--- config.mk ---
export PLATFORM = sky130hd
export DESIGN_NAME = rmq_sqrt_stage
export DESIGN_NICKNAME = d
export VERILOG_FILES = /design/src/rmq_sqrt_stage.sv
export SDC_FILE = /design/constraint.sdc
export NUM_CORES = 1
export LEC_CHECK = 0
export ABC_AREA = 1
export BUFFER_PORTS_ARGS = -buffer_cell sky130_fd_sc_hd__buf_2
export CORE_ASPECT_RATIO = 1.1
export CORE_MARGIN = 4
export CORE_UTILIZATION = 55
export CTS_CLUSTER_SIZE = 8
export DETAILED_ROUTE_END_ITERATION = 7
export PLACE_DENSITY = 0.78
export SETUP_SLACK_MARGIN = 0.4
export SLEW_MARGIN = 15
export SYNTH_ARGS = -nofsm -noshare
export SYNTH_HDL_FRONTEND = slang
export SYNTH_SLANG_ARGS = --single-unit
--- constraint.sdc ---
create_clock -name clk_i -period 0.8 [get_ports clk_i]
set_clock_uncertainty 0.1 [all_clocks]
set_input_delay 0.08 -clock clk_i [delete_from_list [all_inputs] [get_ports clk_i]]
set_output_delay 0.08 -clock clk_i [all_outputs]
set_load 0.01 [all_outputs]
--- src/rmq_sqrt_stage.sv ---
// One registered step of the bitwise square root, with pipeline payload.
`timescale 1ns / 1ps
`default_nettype none
module rmq_sqrt_stage #(
  parameter int unsigned RW  = 40,
  parameter int unsigned YW  = 20,
  parameter int unsigned PW  = 8,
  parameter int unsigned BIT = 0
) (
  input  wire logic          clk_i,
  input  wire logic          rst_ni,
  input  wire logic          en_i,
  input  wire logic          valid_i,
  input  wire logic [RW-1:0] rad_i,
  input  wire logic [YW-1:0] root_i,
  input  wire logic [PW-1:0] pay_i,
  output logic               valid_o,
  output logic [RW-1:0]      rad_o,
  output logic [YW-1:0]      root_o,
  output logic [PW-1:0]      pay_o
);
  logic [YW-1:0]   cand;
  logic [2*YW-1:0] sq;
  logic [YW-1:0]   root_d;

  always_comb begin
    cand = root_i | (YW'(1) << BIT);
    sq = {{YW{1'b0}}, cand} * {{YW{1'b0}}, cand};
    root_d = ((2*YW) > RW) ? ((sq <= (2*YW)'(rad_i)) ? cand : root_i)
                           : ((RW'(sq) <= rad_i) ? cand : root_i);
  end

  always_ff @(posedge clk_i or negedge rst_ni) begin
    if (!rst_ni) begin
      valid_o <= 1'b0;
    end else if (en_i) begin
      valid_o <= valid_i;
    end
  end

  always_ff @(posedge clk_i) begin
    if (en_i) begin
      rad_o  <= rad_i;
      root_o <= root_d;
      pay_o  <= pay_i;
    end
  end
endmodule
`default_nettype wire

==> key figures <==
Routing
  – Drt initial violations: just over 1000
  – DRT antenna net count: 0
  – Routed wire length: between 40 and 50 mm
  – Via count: roughly 13000
  – # DRC: 0
  – TritonRoute pass-1 iters: 5
  – Drt wl/cell: ~18 um
  – Vias per inst: approximately 5.2

Cells and area
  – Diode count: 0
  – Syn-to-layout area delta: 31.62%
  – Nets: ~2700
  – Most frequent cells in the layout: inv_1, nand2_1, fa_1
  – Register Area: approximately 2100 um2
  – Area of the multi-input gates: ~12000 um2
  – Filler cells: approximately 1700
  – Share of post-route cells with drive strength above 1: about 29%
  – Commonest non-fill, non-tap cell in the layout: inv_1

STA
  – Worst hold-check slack: -0.2072 ns
  – RSZ-0062 raised after global routing: yes
  – # setup viols final: between 70 and 80
  – Final setup TNS: -23.31 ns
  – Post-route clock period utilization: 818.6%
  – Final count of hold timing violations: between 70 and 80
  – Worst relative slew slack: 73.37%
  – Clock period minus worst slack: about 6.5 ns
  – Max-slew violations: 0
  – Slew of the pin with the lowest slew margin: 0.3952 ns
  – Max frequency: between 150 and 200 MHz
  – Setup slack after layout: -5.748 ns

Setup path
  – Setup crit end kind: flip-flop
  – Setup Crit Path Kind: in2reg
  – Worst r2r src: valid_o
  – Crit start category: primary input
  – Slowest Stage Delay on Critical Path: 0.58 ns
  – CP Max Fanout: 6
  – Slowest CP cell: fa_2
  – Worst Path Required: about 0.84 ns
  – WP data arrival: roughly 6.6 ns
  – Critical Path Start: root_i[9]

Synth
  – YS warnings: 0
  – Distinct cells, synth: 33
  – Post-Syn Nets: approximately 2300
  – Dominant synthesized flop cell: edfxtp_1
  – Post-Syn Area: roughly 15000 um2
  – Synth Register Bits: roughly 70
  – Syn avg cell area: ~8.5 um2
  – Register area share after synthesis: approximately 14%
  – FFs w/ async S/R, synth: around 1.4%
  – Number of synthesized flops with an enable pin: 68
  – Syn Inst Count: about 1800

GRT
  – Grt total ovfl: 0
  – Vias in the first global route: 14350
  – Initial antenna violation count: 0
  – Largest net degree at the start of global routing: 21
  – First-pass GRT wire length: a little under 70 mm
  – GRT Total Usage: between 20% and 30%

Clock tree
  – CTS Sinks: 69
  – Hold Buf Count CTS: 1
  – Root buffer cell: clkbuf_16
  – Clk slew on worst S/H paths: around 0.080 ns
  – CTS tree: done
  – H-tree Lvls: 3
  – Inserted Clock Buffers: 9
  – Bufs on Longest Clock Path: 2
  – Later-pin clock latency in the skew report: ~0.36 ns

Floorplan
  – Core Rows: 63
  – IO Pins: about 140
  – Core area: roughly 27000 um2
  – Die Area: 30290 um2
  – Die Y: 182.1 um
  – Starting Density: between 50 and 60%
  – Die W: 166.3 um

Min path
  – HP Class: in2reg
  – Hold path startpoint: rad_i[23]

Placement
  – Placed wire-length estimate: about 34 mm
  – Routability congestion estimate: ~0.93
  – IO Port Bufs: 140

Job
  – Max-Cap Viols: 0

Status
  – Outcome: complete, but fails checks
  – Violated checks: hold timing, setup timing
[worst paths after layout]
kind	slack, ns	cells after the start	endpoint
max	-5.75	34	root_o[0]
max reg2reg	-0.06	1	valid_o
min reg2reg	0.43	1	valid_o
max in group asynchronous	0.58	2	valid_o
min	-0.21	1	rad_o[23]
min in group asynchronous	-0.07	2	valid_o
[layer usage]
layer | GRT usage [%] | part of all wire, % | wire length (um) | vias to the layer above
met1 | 31.45 | 34 | 15370 | 6457
met2 | 53.24 | 54 | 24330 | 588
met4 | 12.57 | 6.2 | 2830 | 0
li1 | - | - | - | 6009
met5 | 0 | 0 | 0 | -
met3 | 3.769 | 6.3 | 2836 | 191
[kinds of logic (layout without fill, tap and decap cells)]
kind of cell / after synthesis / after routing / share of synthesized area (%)
buf+inv: 571 / 961 / 14.14
simple gates: 546 / 546 / 14.61
fa+ha+maj: 463 / 463 / 51.93
compound gates: 98 / 98 / 3.533
flops: 69 / 69 / 13.63
xor+xnor: 36 / 36 / 2.080
mux: 1 / 1 / 0.07428
[critical path: cells and delay by family]
| kind | cells | cell delay, ns |
|---|---|---|
| xor gates and xnor gates | 1 | 0.18 |
| adders and majority gates | 9 | 4.03 |
| buffers and inverters | 8 | 0.71 |
| AOI/OAI and AO/OA | 1 | 0.18 |
| and+or+nand+nor | 15 | 1.40 |
[per-stage QoR]
step                std cells  worst slack, ns  area [um2]  utilization, %
finish                   2531           -5.748       19950           73.80
global route             2531           -6.044       19950           73.80
CTS                      2514           -5.515       19240           71.16
detailed placement       2476           -6.211       18120           67.01
global placement         2476           -6.151       18120           67.01
floorplan                1784           -5.600       15580               -
[area by class of cell]
| type | count | area share [%] |
|---|---|---|
| multi-input cells | 1144 | 59.43 |
| clock inverters | 6 | 0.3574 |
| inverters | 533 | 10.05 |
| clock buffers | 10 | 1.198 |
| repair buffers | 412 | 16.37 |
| well taps | 357 | 2.239 |
| flip-flops and latches | 69 | 10.36 |
[registers in the layout, summed over array words and instances (netlist names)]
name and count:
pay_o 8, root_o 20, valid_o 1, rad_o 40
[cell usage after synthesis, types with 3 or more instances]
master,n,share of area [%]
a21o_1,5,0.25
a21oi_1,59,1.9
a31oi_1,3,0.12
buf_1,15,0.37
clkbuf_1,23,0.57
edfxtp_1,68,13
fa_1,277,37
ha_1,186,15
inv_1,533,13
nand2_1,394,9.8
nand2_2,9,0.37
nand3_1,25,0.83
nand3_2,5,0.33
nand3b_1,4,0.20
nand4_1,6,0.25
nor2_1,80,2.0
nor2_2,7,0.29
nor3_1,9,0.30
o21ai_0,20,0.66
o21bai_1,6,0.30
xnor2_1,12,0.69
xor2_1,24,1.4
[repair_timing]
| action | CTS | global route |
|---|---|---|
| setup endpoints to repair | 144 | 114 |
| pin swaps | 54 | 101 |
| endpoints found under the hold margin | 81 | 77 |
| setup buffers | 18 | 13 |
| cloned | 3 | 4 |
| gates resized for setup | 155 | 132 |
Power is left out: the tool's default activity adds up to more than one toggle a clock period on the data nets, which glitch-free logic cannot reach.
