==> config.mk <==
export PLATFORM = sky130hd
export DESIGN_NAME = rmq_div_stage
export DESIGN_NICKNAME = d
export VERILOG_FILES = /design/src/rmq_div_stage.sv
export SDC_FILE = /design/constraint.sdc
export NUM_CORES = 1
export LEC_CHECK = 0
export BUFFER_PORTS_ARGS = -buffer_cell sky130_fd_sc_hd__buf_4
export CAP_MARGIN = 20
export CORE_AREA = 3 3 258 260
export DETAILED_ROUTE_END_ITERATION = 12
export DIE_AREA = 0 0 261 263
export HOLD_SLACK_MARGIN = 0.08
export PLACE_DENSITY_LB_ADDON = 0.05
export SYNTH_ARGS = -nofsm -noshare
export SYNTH_HDL_FRONTEND = slang
export SYNTH_SLANG_ARGS = --single-unit
==> constraint.sdc <==
create_clock -name clk_i -period 1.25 [get_ports clk_i]
set_clock_uncertainty 0.15 [all_clocks]
set_input_delay 0.25 -clock clk_i [delete_from_list [all_inputs] [get_ports clk_i]]
set_output_delay 0.25 -clock clk_i [all_outputs]
set_load 0.005 [all_outputs]
==> src/rmq_div_stage.sv <==
// One registered restoring division step for three shared-divisor quotients.
`timescale 1ns / 1ps
`default_nettype none
module rmq_div_stage #(
  parameter int unsigned NW  = 40,
  parameter int unsigned SW  = 20,
  parameter int unsigned PW  = 8,
  parameter int unsigned BIT = 0
) (
  input  wire logic            clk_i,
  input  wire logic            rst_ni,
  input  wire logic            en_i,
  input  wire logic            valid_i,
  input  wire logic [SW-1:0]   div_i,
  input  wire logic [3*NW-1:0] num_i,
  input  wire logic [3*SW-1:0] rem_i,
  input  wire logic [3*NW-1:0] quo_i,
  input  wire logic [PW-1:0]   pay_i,
  output logic                 valid_o,
  output logic [SW-1:0]        div_o,
  output logic [3*NW-1:0]      num_o,
  output logic [3*SW-1:0]      rem_o,
  output logic [3*NW-1:0]      quo_o,
  output logic [PW-1:0]        pay_o
);
  logic [3*SW-1:0] rem_d;
  logic [3*NW-1:0] quo_d;
  logic [SW:0]     t;

  always_comb begin
    rem_d = rem_i;
    quo_d = quo_i;
    t = '0;
    for (int k = 0; k < 3; k++) begin
      t = {rem_i[k*SW +: SW], num_i[k*NW + BIT]};
      if (t >= {1'b0, div_i}) begin
        t = t - {1'b0, div_i};
        quo_d[k*NW + BIT] = 1'b1;
      end
      rem_d[k*SW +: SW] = t[SW-1:0];
    end
  end

  always_ff @(posedge clk_i or negedge rst_ni) begin
    if (!rst_ni) begin
      valid_o <= 1'b0;
    end else if (en_i) begin
      valid_o <= valid_i;
    end
  end

  always_ff @(posedge clk_i) begin
    if (en_i) begin
      div_o <= div_i;
      num_o <= num_i;
      rem_o <= rem_d;
      quo_o <= quo_d;
      pay_o <= pay_i;
    end
  end
endmodule
`default_nettype wire

==> results.py, run 1 <==
metrics = {
    "floorplanning": {
        "initial_core_util_pct": 21.8,
        "core_area_um2": 64300,
        "die_w_um": 261,
        "dieArea_um2": 68600,
        "rows": 93,
        "die_h_um": 263,
        "num_io_pins": 661,
    },
    "drt": {
        "routed-via-count": 12400,
        "totalWireLength_mm": 59.9,
        "vias_per_cell": 4.07,
        "first_iter_violations": 512,
        "post-route-drc-count": 0,
        "ant_nets": 0,
        "wl_per_cell_um": 19.6,
        "dr.pass1.iters": 5,
    },
    "placed_design": {
        "dp_hpwl_mm": 46.2,
        "io_buffers": 660,
        "place_inst": 2616,
        "dp_slack_ns": -1.84,
        "gp_congestion": 0.783,
    },
    "clock_tree": {
        "cts_root_buffer": "clkbuf_16",
        "cts_tree": "done",
        "clk_latency_ns": 0.54,
        "path_clk_slew_ns": 0.06,
        "numCtsBuffers": 42,
        "htree_levels": 2,
        "cts_buffer_depth": 3,
        "clock-sinks": 329,
    },
    "critical_path": {
        "setup.worst_path.class": "input pin to register",
        "crit_required_ns": 1.41,
        "cp.arrival_ns": 2.59,
        "end_kind": "register",
        "cp_max_fo": 12,
        "start_kind": "input pin",
    },
    "global_route": {
        "busiest_layer": "met2",
        "grt_pass1_wl_mm": 85.2,
        "grt_pass1_vias": 13100,
        "grt_use_met1_pct": 19.2,
        "grt_overflow": 0,
        "track_usage_pct": 16.7,
        "grtUsageMet3_pct": 4.18,
        "antenna_found_initial": 10,
        "grtUsageMet2_pct": 30.8,
        "grt_max_degree": 31,
    },
    "yosys": {
        "synth_warnings": 0,
        "ys_seq_area_share_pct": 70.5,
        "synth_edf_count": 328,
        "ys_ff_latch": 329,
        "synthArstFlopShare_pct": 0.304,
        "synthFlopType": "edfxtp_1",
        "syn_inst": 889,
        "synth_cell_types": 64,
        "syn_nets": 1284,
        "syn_area_um2": 14000,
        "synth.avg_cell_area_um2": 15.8,
    },
    "outcome": {
        "status": "finished, violations left",
        "violations": "setup timing",
    },
    "cells_and_area": {
        "area_growth_pct": 103,
        "diodes": 0,
        "fin_util_pct": 44.1,
        "drive_gt1_share_pct": 51.2,
        "finalNonFillerCells": 3058,
        "fin_nets": 2568,
        "nFillCells": 6040,
    },
    "timing": {
        "period_share_pct": 195,
        "relSlewSlack_pct": 68.1,
        "fin_crit_ns": 2.44,
        "timing.fmax_mhz": 411,
        "setup_viol_count_final": 423,
        "rsz0062_at_grt": "true",
        "hold_violations": 0,
        "worst_slack_ns": -1.19,
        "tightest_slew_ns": 0.467,
        "slew_viol_final": 0,
    },
    "power": {
        "p_sw_mw": 8.31,
        "internal_power_mw": 25.4,
        "power.share.clock_pct": 34.5,
        "power_density_nw_per_um2": 1190,
        "ir_drop_mv": 0.930,
        "switching_share_pct": 24.6,
        "comb_power_share_pct": 24.6,
        "p_leak_nw": 12.2,
        "seqPwrFrac_pct": 40.9,
    },
    "hold_path": {
        "hp-class": "input pin to register",
    },
    "flow_run": {
        "drv_cap": 0,
    },
}
==> stage by stage <==
stage / instance area (um2) / hold slack (ns) / setup TNS [ns] / total power [mW]
floorplan: 14400 / -0.196 / -83.52 / 16.2
global placement: 22200 / -0.123 / -110.97 / 20.6
detailed placement: 22200 / -0.123 / -112.27 / 20.5
CTS: 28000 / -0.322 / -196.69 / 34.2
global route: 28400 / 0.126 / -166.83 / 35.4
finish: 28400 / 0.129 / -141.47 / 33.7
==> synthesized netlist by cell type (8+ instances only) <==
library cell / number / area share, %
xor2_1: 13 / 0.81
a31oi_1: 9 / 0.40
a21o_1: 26 / 1.4
xnor2_1: 31 / 1.9
nand2b_1: 12 / 0.54
clkbuf_1: 20 / 0.54
nand2_1: 38 / 1.0
inv_1: 39 / 1.0
mux2i_1: 8 / 0.57
mux2_2: 36 / 2.9
nor2_1: 37 / 0.99
edfxtp_1: 328 / 70
o21ai_0: 28 / 1.0
ha_1: 60 / 5.4
mux2_4: 17 / 1.8
nand3_1: 21 / 0.75
a21oi_1: 37 / 1.3
nor3_1: 15 / 0.54
==> registers in the layout, indices dropped and copies added, names as in the netlist <==
signal   count
quo_o      120
pay_o        8
div_o       20
num_o      120
valid_o      1
rem_o       60
==> placed cells by master, fill, tap and decap left out, drive strengths merged, types with 9 or more instances in the layout <==
| master | n |
|---|---|
| a31oi | 9 |
| mux2 | 53 |
| nand2 | 38 |
| clkbuf | 49 |
| a21o | 26 |
| xnor2 | 31 |
| nand3 | 21 |
| ha | 60 |
| xor2 | 13 |
| dlygate4sd3 | 336 |
| inv | 37 |
| a21oi | 37 |
| nor3 | 15 |
| edfxtp | 328 |
| buf | 925 |
| clkinv | 18 |
| nand2b | 12 |
| o21ai | 33 |
| nor2 | 37 |
==> timing repair <==
| item | 4_1_cts | 5_1_grt |
|---|---|---|
| hold buffers | 337 | 5 |
| gates cloned | 4 | 0 |
| resized for setup | 190 | 108 |
| endpoints found under the setup margin | 392 | 706 |
| buffers inserted | 22 | 7 |
| pin swaps | 16 | 18 |
| hold endpoints to repair | 375 | 34 |
==> path summary, 6_finish.rpt <==
path | to | slack, ns | startpoint | cells past startpoint
hold / removal | rem_o[41] | 0.13 | rem_i[40] | 4
setup reg to reg | valid_o | 0.35 | valid_o | 1
min in group asynchronous | valid_o | 0.40 | rst_ni | 3
max in group asynchronous | valid_o | 0.44 | rst_ni | 3
hold reg to reg | valid_o | 0.38 | valid_o | 1
setup / recovery | rem_o[43] | -1.19 | div_i[1] | 12
==> per-layer routing <==
| layer | part of all wire, % | up-vias |
|---|---|---|
| li1 | - | 6011 |
| met1 | 38 | 5969 |
| met2 | 52 | 360 |
| met3 | 6.6 | 91 |
| met4 | 2.5 | 18 |
| met5 | 0.20 | - |
==> layout make-up <==
class                   instances  area [um2]  area share [%]
clock buffers                  49        1100            3.87
clock inverters                25         201           0.709
flip-flops and latches        329        9870            34.8
multi-input cells             495        4510            15.9
repair buffers               1266       11500            40.3
inverters                      39         190           0.670
well taps                     855        1070            3.77
==> power groups by stage <==
stage / Clock [mW] / Combinational [mW] / Sequential [mW]
6_report: 11.6 / 8.28 / 13.8
5_1_grt: 12.6 / 8.91 / 13.9
4_1_cts: 12.1 / 8.25 / 13.8
3_5_place_dp: 0 / 6.65 / 13.9
3_3_place_gp: 0 / 6.65 / 13.9
2_1_floorplan: 0 / 2.19 / 14.0
==> critical path, cell delays in order <==
cell	delay [ns]
buf_12	0.11
inv_12	0.05
ha_4	0.18
nor2b_4	0.13
o31a_4	0.34
o311ai_4	0.28
o211ai_2	0.12
a211o_1	0.28
a41oi_2	0.22
o21ai_4	0.13
buf_12	0.19
mux2_4	0.29
==> kinds of logic after synthesis <==
logic type / synth area share, %
AND/OR/NAND/NOR: 6.15
buffers and inverters: 1.88
AO/OA/AOI/OAI: 7.65
adder cells (fa/ha/maj): 5.79
XOR/XNOR: 2.75
flip-flops: 70.5
multiplexers: 5.29
Power figures use the tool's default switching activity.
==> run 2: changes to the inputs <==
--- a/config.mk
+++ b/config.mk
@@ -12,6 +12,7 @@
 export DIE_AREA = 0 0 261 263
 export HOLD_SLACK_MARGIN = 0.08
 export PLACE_DENSITY_LB_ADDON = 0.05
+export SKIP_CTS_REPAIR_TIMING = 1
 export SYNTH_ARGS = -nofsm -noshare
 export SYNTH_HDL_FRONTEND = slang
 export SYNTH_SLANG_ARGS = --single-unit
==> run 2 against run 1 <==
Net effect: the run still ends with setup timing left; global-route usage fell by 1.2 points; wire length decreased by 0.68%; sequential power barely moved; die area stayed put; clock-buffer cell count stayed put.
==> results.py, run 2 (synthesized netlist as in run 1, its figures left out) <==
metrics = {
    "timing": {
        "timing.fmax_mhz": 400,
        "hold_violations": 0,
        "slew_viol_final": 0,
        "tns_ns": -140.41,
        "worst_slack_ns": -1.25,
        "relSlewSlack_pct": 66.1,
        "setup_viol_count_final": 397,
        "rsz0062_at_grt": "true",
        "period_share_pct": 200,
        "tightest_slew_ns": 0.509,
        "fin_crit_ns": 2.50,
        "fin_hold_ws_ns": 0.0425,
    },
    "cells_and_area": {
        "layout_common_cells": "buf_4, dlygate4sd3_1, edfxtp_1, buf_6, clkbuf_16",
        "reg_top3": "num_o: 120 flops, quo_o: 120 flops, rem_o: 60 flops",
        "multi_input_area_um2": 4450,
        "seqCellArea_um2": 9870,
        "nFillCells": 6065,
        "area_growth_pct": 100,
        "fin_area_um2": 28100,
        "final_common_cell": "buf_4",
        "drive_gt1_share_pct": 50.7,
        "fin_nets": 2548,
        "fin_util_pct": 43.6,
    },
    "placed_design": {
        "gp_congestion": 0.783,
        "placed_area_um2": 22200,
        "io_buffers": 660,
        "dp_slack_ns": -1.84,
        "dp_hpwl_mm": 46.2,
    },
    "power": {
        "p_sw_mw": 8.26,
        "seqPwrFrac_pct": 41.1,
        "power.share.clock_pct": 34.7,
        "internal_power_mw": 25.3,
        "ir_drop_mv": 0.933,
        "switching_share_pct": 24.6,
        "comb_power_share_pct": 24.2,
        "p_leak_nw": 12.0,
        "power_density_nw_per_um2": 1190,
    },
    "critical_path": {
        "start_kind": "input pin",
        "crit_path_end": "rem_o[47]",
        "critPathBufInv": 3,
        "setup.worst_path.class": "input pin to register",
        "critPathMaxStageDelay_ns": 0.32,
        "end_kind": "register",
        "path_cells": "buf_12 -> inv_12 -> ha_4 -> nor2b_4 -> o31a_4 -> o311ai_4 -> o211ai_2 -> a211o_1 -> a41oi_2 -> o21ai_4 -> clkbuf_16 -> mux2_4",
        "critPathLaunch": "div_i[1]",
        "slowest_stage": "o311ai_4",
        "reg2reg_to": "valid_o",
        "crit_cells": 12,
        "cp.arrival_ns": 2.65,
        "reg2reg_slack_ns": 0.35,
        "crit_required_ns": 1.41,
        "reg2reg_depth": 1,
        "crit-reg2reg-launch": "valid_o",
        "path_delay_family": "compound AO/OA/AOI/OAI gates",
        "cp_max_fo": 6,
    },
    "floorplanning": {
        "dieArea_um2": 68600,
        "die_h_um": 263,
        "core_area_um2": 64300,
        "rows": 93,
        "num_io_pins": 661,
        "die_w_um": 261,
        "initial_core_util_pct": 21.8,
    },
    "global_route": {
        "grt_overflow": 0,
        "grt_pass1_vias": 11300,
        "track_usage_pct": 15.5,
        "grt_pass1_wl_mm": 77.6,
        "antenna_found_initial": 11,
        "grt_max_degree": 31,
    },
    "clock_tree": {
        "cts_buffer_depth": 3,
        "path_clk_slew_ns": 0.06,
        "cts_tree": "done",
        "numCtsBuffers": 42,
        "clk_latency_ns": 0.54,
        "cts_root_buffer": "clkbuf_16",
        "htree_levels": 2,
        "clock-sinks": 329,
    },
    "drt": {
        "routed-via-count": 12400,
        "first_iter_violations": 485,
        "wl_per_cell_um": 19.5,
        "vias_per_cell": 4.07,
        "post-route-drc-count": 0,
        "ant_nets": 0,
        "totalWireLength_mm": 59.4,
        "dr.pass1.iters": 4,
    },
    "outcome": {
        "status": "finished, violations left",
        "violations": "setup timing",
    },
    "hold_path": {
        "worstHoldStart": "en_i",
        "hp-class": "input pin to register",
    },
    "flow_run": {
        "drv_cap": 0,
    },
}
==> run 2: cell types whose count changed in the layout (fill, tap and decap cells not counted), sizes merged <==
cell          delta
dlygate4sd3      -3
clkinvlp         +1
dlymetal6s2s     -1
clkbuf           +4
inv              -1
buf             -16
dlymetal6s4s     -4
diode            +3
==> run 2: area by class of cell <==
class / instances / share of cell area, %
inverter: 39 / 0.691
multi-input combinational: 495 / 15.9
tap: 855 / 3.81
antenna: 3 / 0.0267
sequential: 329 / 35.2
timing repair buffer: 1246 / 39.8
clock buffer: 49 / 3.91
clock inverter: 25 / 0.718
==> run 2: worst min path at each step <==
stage,slack [ns],cells past startpoint,endpoint
floorplan,-0.20,0,valid_o
global placement,-0.12,1,valid_o
detailed placement,-0.12,1,valid_o
CTS,-0.73,1,valid_o
global route,0.01,2,num_o[73]
finish,0.04,2,num_o[72]
==> run 2: metrics by stage <==
step	power, mW	std cells
after detailed placement	20.5	2616
final	33.5	3041
after global routing	35.2	3041
after global placement	20.6	2616
after floorplan	16.2	889
after CTS	32.5	2690
==> run 2: layer usage <==
| metal | up-vias | share of wire [%] | wire length, um | GRT usage (%) |
|---|---|---|---|---|
| met5 | - | 0.18 | 106 | 0 |
| met4 | 16 | 2.4 | 1430 | 4.93 |
| met3 | 87 | 6.1 | 3660 | 4.53 |
| met2 | 353 | 53 | 31200 | 28.5 |
| met1 | 5936 | 39 | 23000 | 17.0 |
| li1 | 5978 | - | - | - |
==> run 2: power groups by stage <==
| stage | clock network, mW | registers, mW | logic, mW |
|---|---|---|---|
| 5_1_grt | 12.6 | 13.9 | 8.73 |
| 2_1_floorplan | 0 | 14.0 | 2.19 |
| 4_1_cts | 12.1 | 13.7 | 6.68 |
| 6_report | 11.6 | 13.8 | 8.11 |
| 3_5_place_dp | 0 | 13.9 | 6.65 |
| 3_3_place_gp | 0 | 13.9 | 6.65 |
==> run 3: changes to the inputs <==
--- a/config.mk
+++ b/config.mk
@@ -7,9 +7,9 @@
 export LEC_CHECK = 0
 export BUFFER_PORTS_ARGS = -buffer_cell sky130_fd_sc_hd__buf_4
 export CAP_MARGIN = 20
-export CORE_AREA = 3 3 258 260
+export CORE_AREA = 10 10 248 250
 export DETAILED_ROUTE_END_ITERATION = 12
-export DIE_AREA = 0 0 261 263
+export DIE_AREA = 0 0 258 260
 export HOLD_SLACK_MARGIN = 0.08
 export PLACE_DENSITY_LB_ADDON = 0.05
 export SKIP_CTS_REPAIR_TIMING = 1
==> constraint.sdc (replaced) <==
create_clock -name clk_i -period 3.1 [get_ports clk_i]
set_clock_uncertainty 0.15 [all_clocks]
set_input_delay 0.62 -clock clk_i [delete_from_list [all_inputs] [get_ports clk_i]]
set_output_delay 0.62 -clock clk_i [all_outputs]
set_load 0.005 [all_outputs]
==> run 3 against run 2 <==
Net effect: the flow now finishes without violations; combinational power decreased by 65%; register-to-register slack improved by 1.9 ns; wire length increased by 2.9%; first-iteration DRC count increased by 7.2%; global-route usage increased by 1.2 points; via count decreased by 4.8%; utilization increased by 1.2 points; die area decreased by 2.3%; critical endpoint is now rem_o[25].
==> results.py, run 3 (synthesized netlist as in run 1, its figures left out) <==
metrics = {
    "outcome": {
        "status": "completed",
    },
    "timing": {
        "relSlewSlack_pct": 67.0,
        "hold_violations": 0,
        "timing.fmax_mhz": 343,
        "tns_ns": 0,
        "rsz0062_at_grt": "false",
        "fin_crit_ns": 2.91,
        "setup_viol_count_final": 0,
        "tightest_slew_ns": 0.483,
        "period_share_pct": 93.9,
        "slew_viol_final": 0,
    },
    "clock_tree": {
        "clk_latency_ns": 0.56,
        "cts_root_buffer": "clkbuf_16",
        "cts_buffer_depth": 3,
        "htree_levels": 2,
        "numCtsBuffers": 41,
        "cts_tree": "done",
        "path_clk_slew_ns": 0.06,
        "clock-sinks": 329,
    },
    "critical_path": {
        "critPathMaxStageDelay_ns": 0.40,
        "slowest_stage": "ha_1",
        "path_delay_family": "compound AO/OA/AOI/OAI gates",
        "start_kind": "input pin",
        "critPathBufInv": 3,
        "cp.arrival_ns": 3.06,
        "path_cells": "buf_4 -> clkinvlp_4 -> ha_1 -> a21o_1 -> a21o_1 -> a21o_1 -> a211oi_1 -> a21oi_1 -> a21boi_1 -> o21ai_2 -> buf_12 -> mux2_2",
        "end_kind": "register",
        "crit_required_ns": 3.25,
        "cp_max_fo": 14,
        "reg2reg_slack_ns": 2.21,
        "reg2reg_depth": 1,
        "crit_top_cell": "a21o_1",
        "crit-reg2reg-launch": "valid_o",
        "setup.worst_path.class": "input pin to register",
        "reg2reg_to": "valid_o",
    },
    "hold_path": {
        "worstHoldStart": "div_i[8]",
        "hold-path-cell-count": 1,
        "hp-class": "input pin to register",
        "holdPathEnd": "div_o[8]",
    },
    "drt": {
        "ant_nets": 0,
        "wl_per_cell_um": 22.0,
        "totalWireLength_mm": 61.2,
        "wl_met3_mm": 3.98,
        "first_iter_violations": 520,
        "dr.pass1.iters": 4,
        "vias_per_cell": 4.23,
        "drt-met1-wl_mm": 23.1,
        "routed-via-count": 11800,
        "topRoutingLayerUsed": "met5",
        "wl_met2_mm": 32.9,
        "post-route-drc-count": 0,
    },
    "floorplanning": {
        "rows": 87,
        "die_w_um": 258,
        "num_io_pins": 661,
        "core_area_um2": 56300,
        "die_h_um": 260,
        "initial_core_util_pct": 24.9,
        "dieArea_um2": 67100,
    },
    "cells_and_area": {
        "drive_gt1_share_pct": 47.6,
        "multi_input_area_um2": 3930,
        "reg_top3": "num_o: 120 flops, quo_o: 120 flops, rem_o: 60 flops",
        "area_growth_pct": 80.2,
        "seqCellArea_um2": 9870,
        "diodes": 0,
        "fin_util_pct": 44.8,
        "layout_common_cells": "buf_4, edfxtp_1, dlygate4sd3_1, ha_1, clkbuf_16",
        "fin_nets": 2391,
        "final_common_cell": "buf_4",
        "nFillCells": 5233,
        "fin_area_um2": 25200,
    },
    "placed_design": {
        "placed_area_um2": 21400,
        "io_buffers": 660,
        "gp_congestion": 0.822,
        "dp_hpwl_mm": 49.5,
    },
    "global_route": {
        "grt_pass1_wl_mm": 81.3,
        "track_usage_pct": 16.7,
        "antenna_found_initial": 6,
        "grt_overflow": 0,
        "grt_pass1_vias": 11300,
        "grt_max_degree": 63,
    },
    "power": {
        "power_density_nw_per_um2": 520,
        "p_leak_nw": 10.9,
        "ir_drop_mv": 0.352,
    },
    "flow_run": {
        "drv_cap": 0,
    },
}
## run 3: cell count changes in the layout (fill, tap and decap cells not counted), sizes merged
cell	before	now
buf	909	836
clkinvlp	7	3
clkinv	18	12
bufinv	3	5
inv	36	42
dlygate4sd3	333	254
diode	3	0
clkbuf	53	51
## run 3: final cells by class
type | count | area share [%]
flip-flops and latches | 329 | 39.1
repair buffers | 1090 | 35.7
multi-input cells | 495 | 15.6
clock buffers | 51 | 4.21
well taps | 756 | 3.75
clock inverters | 23 | 1.04
inverters | 39 | 0.644
## run 3: where the power goes
part           internal [mW]  switching, mW
clock network           2.87           1.94
logic                   1.64           1.16
registers               5.39          0.120
total                   9.90           3.22
## run 3: worst max-delay path by stage
stage,startpoint,to,slack [ns],cells past startpoint
final,div_i[10],rem_o[25],0.19,12
after global routing,div_i[10],rem_o[25],0.003,12
after CTS,div_i[0],rem_o[12],0.17,12
after detailed placement,div_i[0],rem_o[12],-0.39,12
after global placement,div_i[0],rem_o[12],-0.40,12
after floorplan,rem_i[40],rem_o[42],-0.03,10
## run 3: metrics by stage
stage          setup WS (ns)  std cells  power, mW  hold slack, ns
6_report               0.188       2783       13.1           0.106
5_1_grt              0.00347       2783       13.7          0.0825
4_1_cts                0.174       2529       13.1          -0.367
3_5_place_dp          -0.394       2455       8.17           0.247
3_3_place_gp          -0.401       2455       8.17           0.246
2_1_floorplan        -0.0318        889       6.45           0.174
## run 3: per-layer routing
| metal | up-vias | track usage (%) |
|---|---|---|
| met5 | - | 0 |
| met4 | 12 | 3.77 |
| met3 | 74 | 5.32 |
| met2 | 346 | 31.2 |
| met1 | 5685 | 18.0 |
| li1 | 5654 | - |
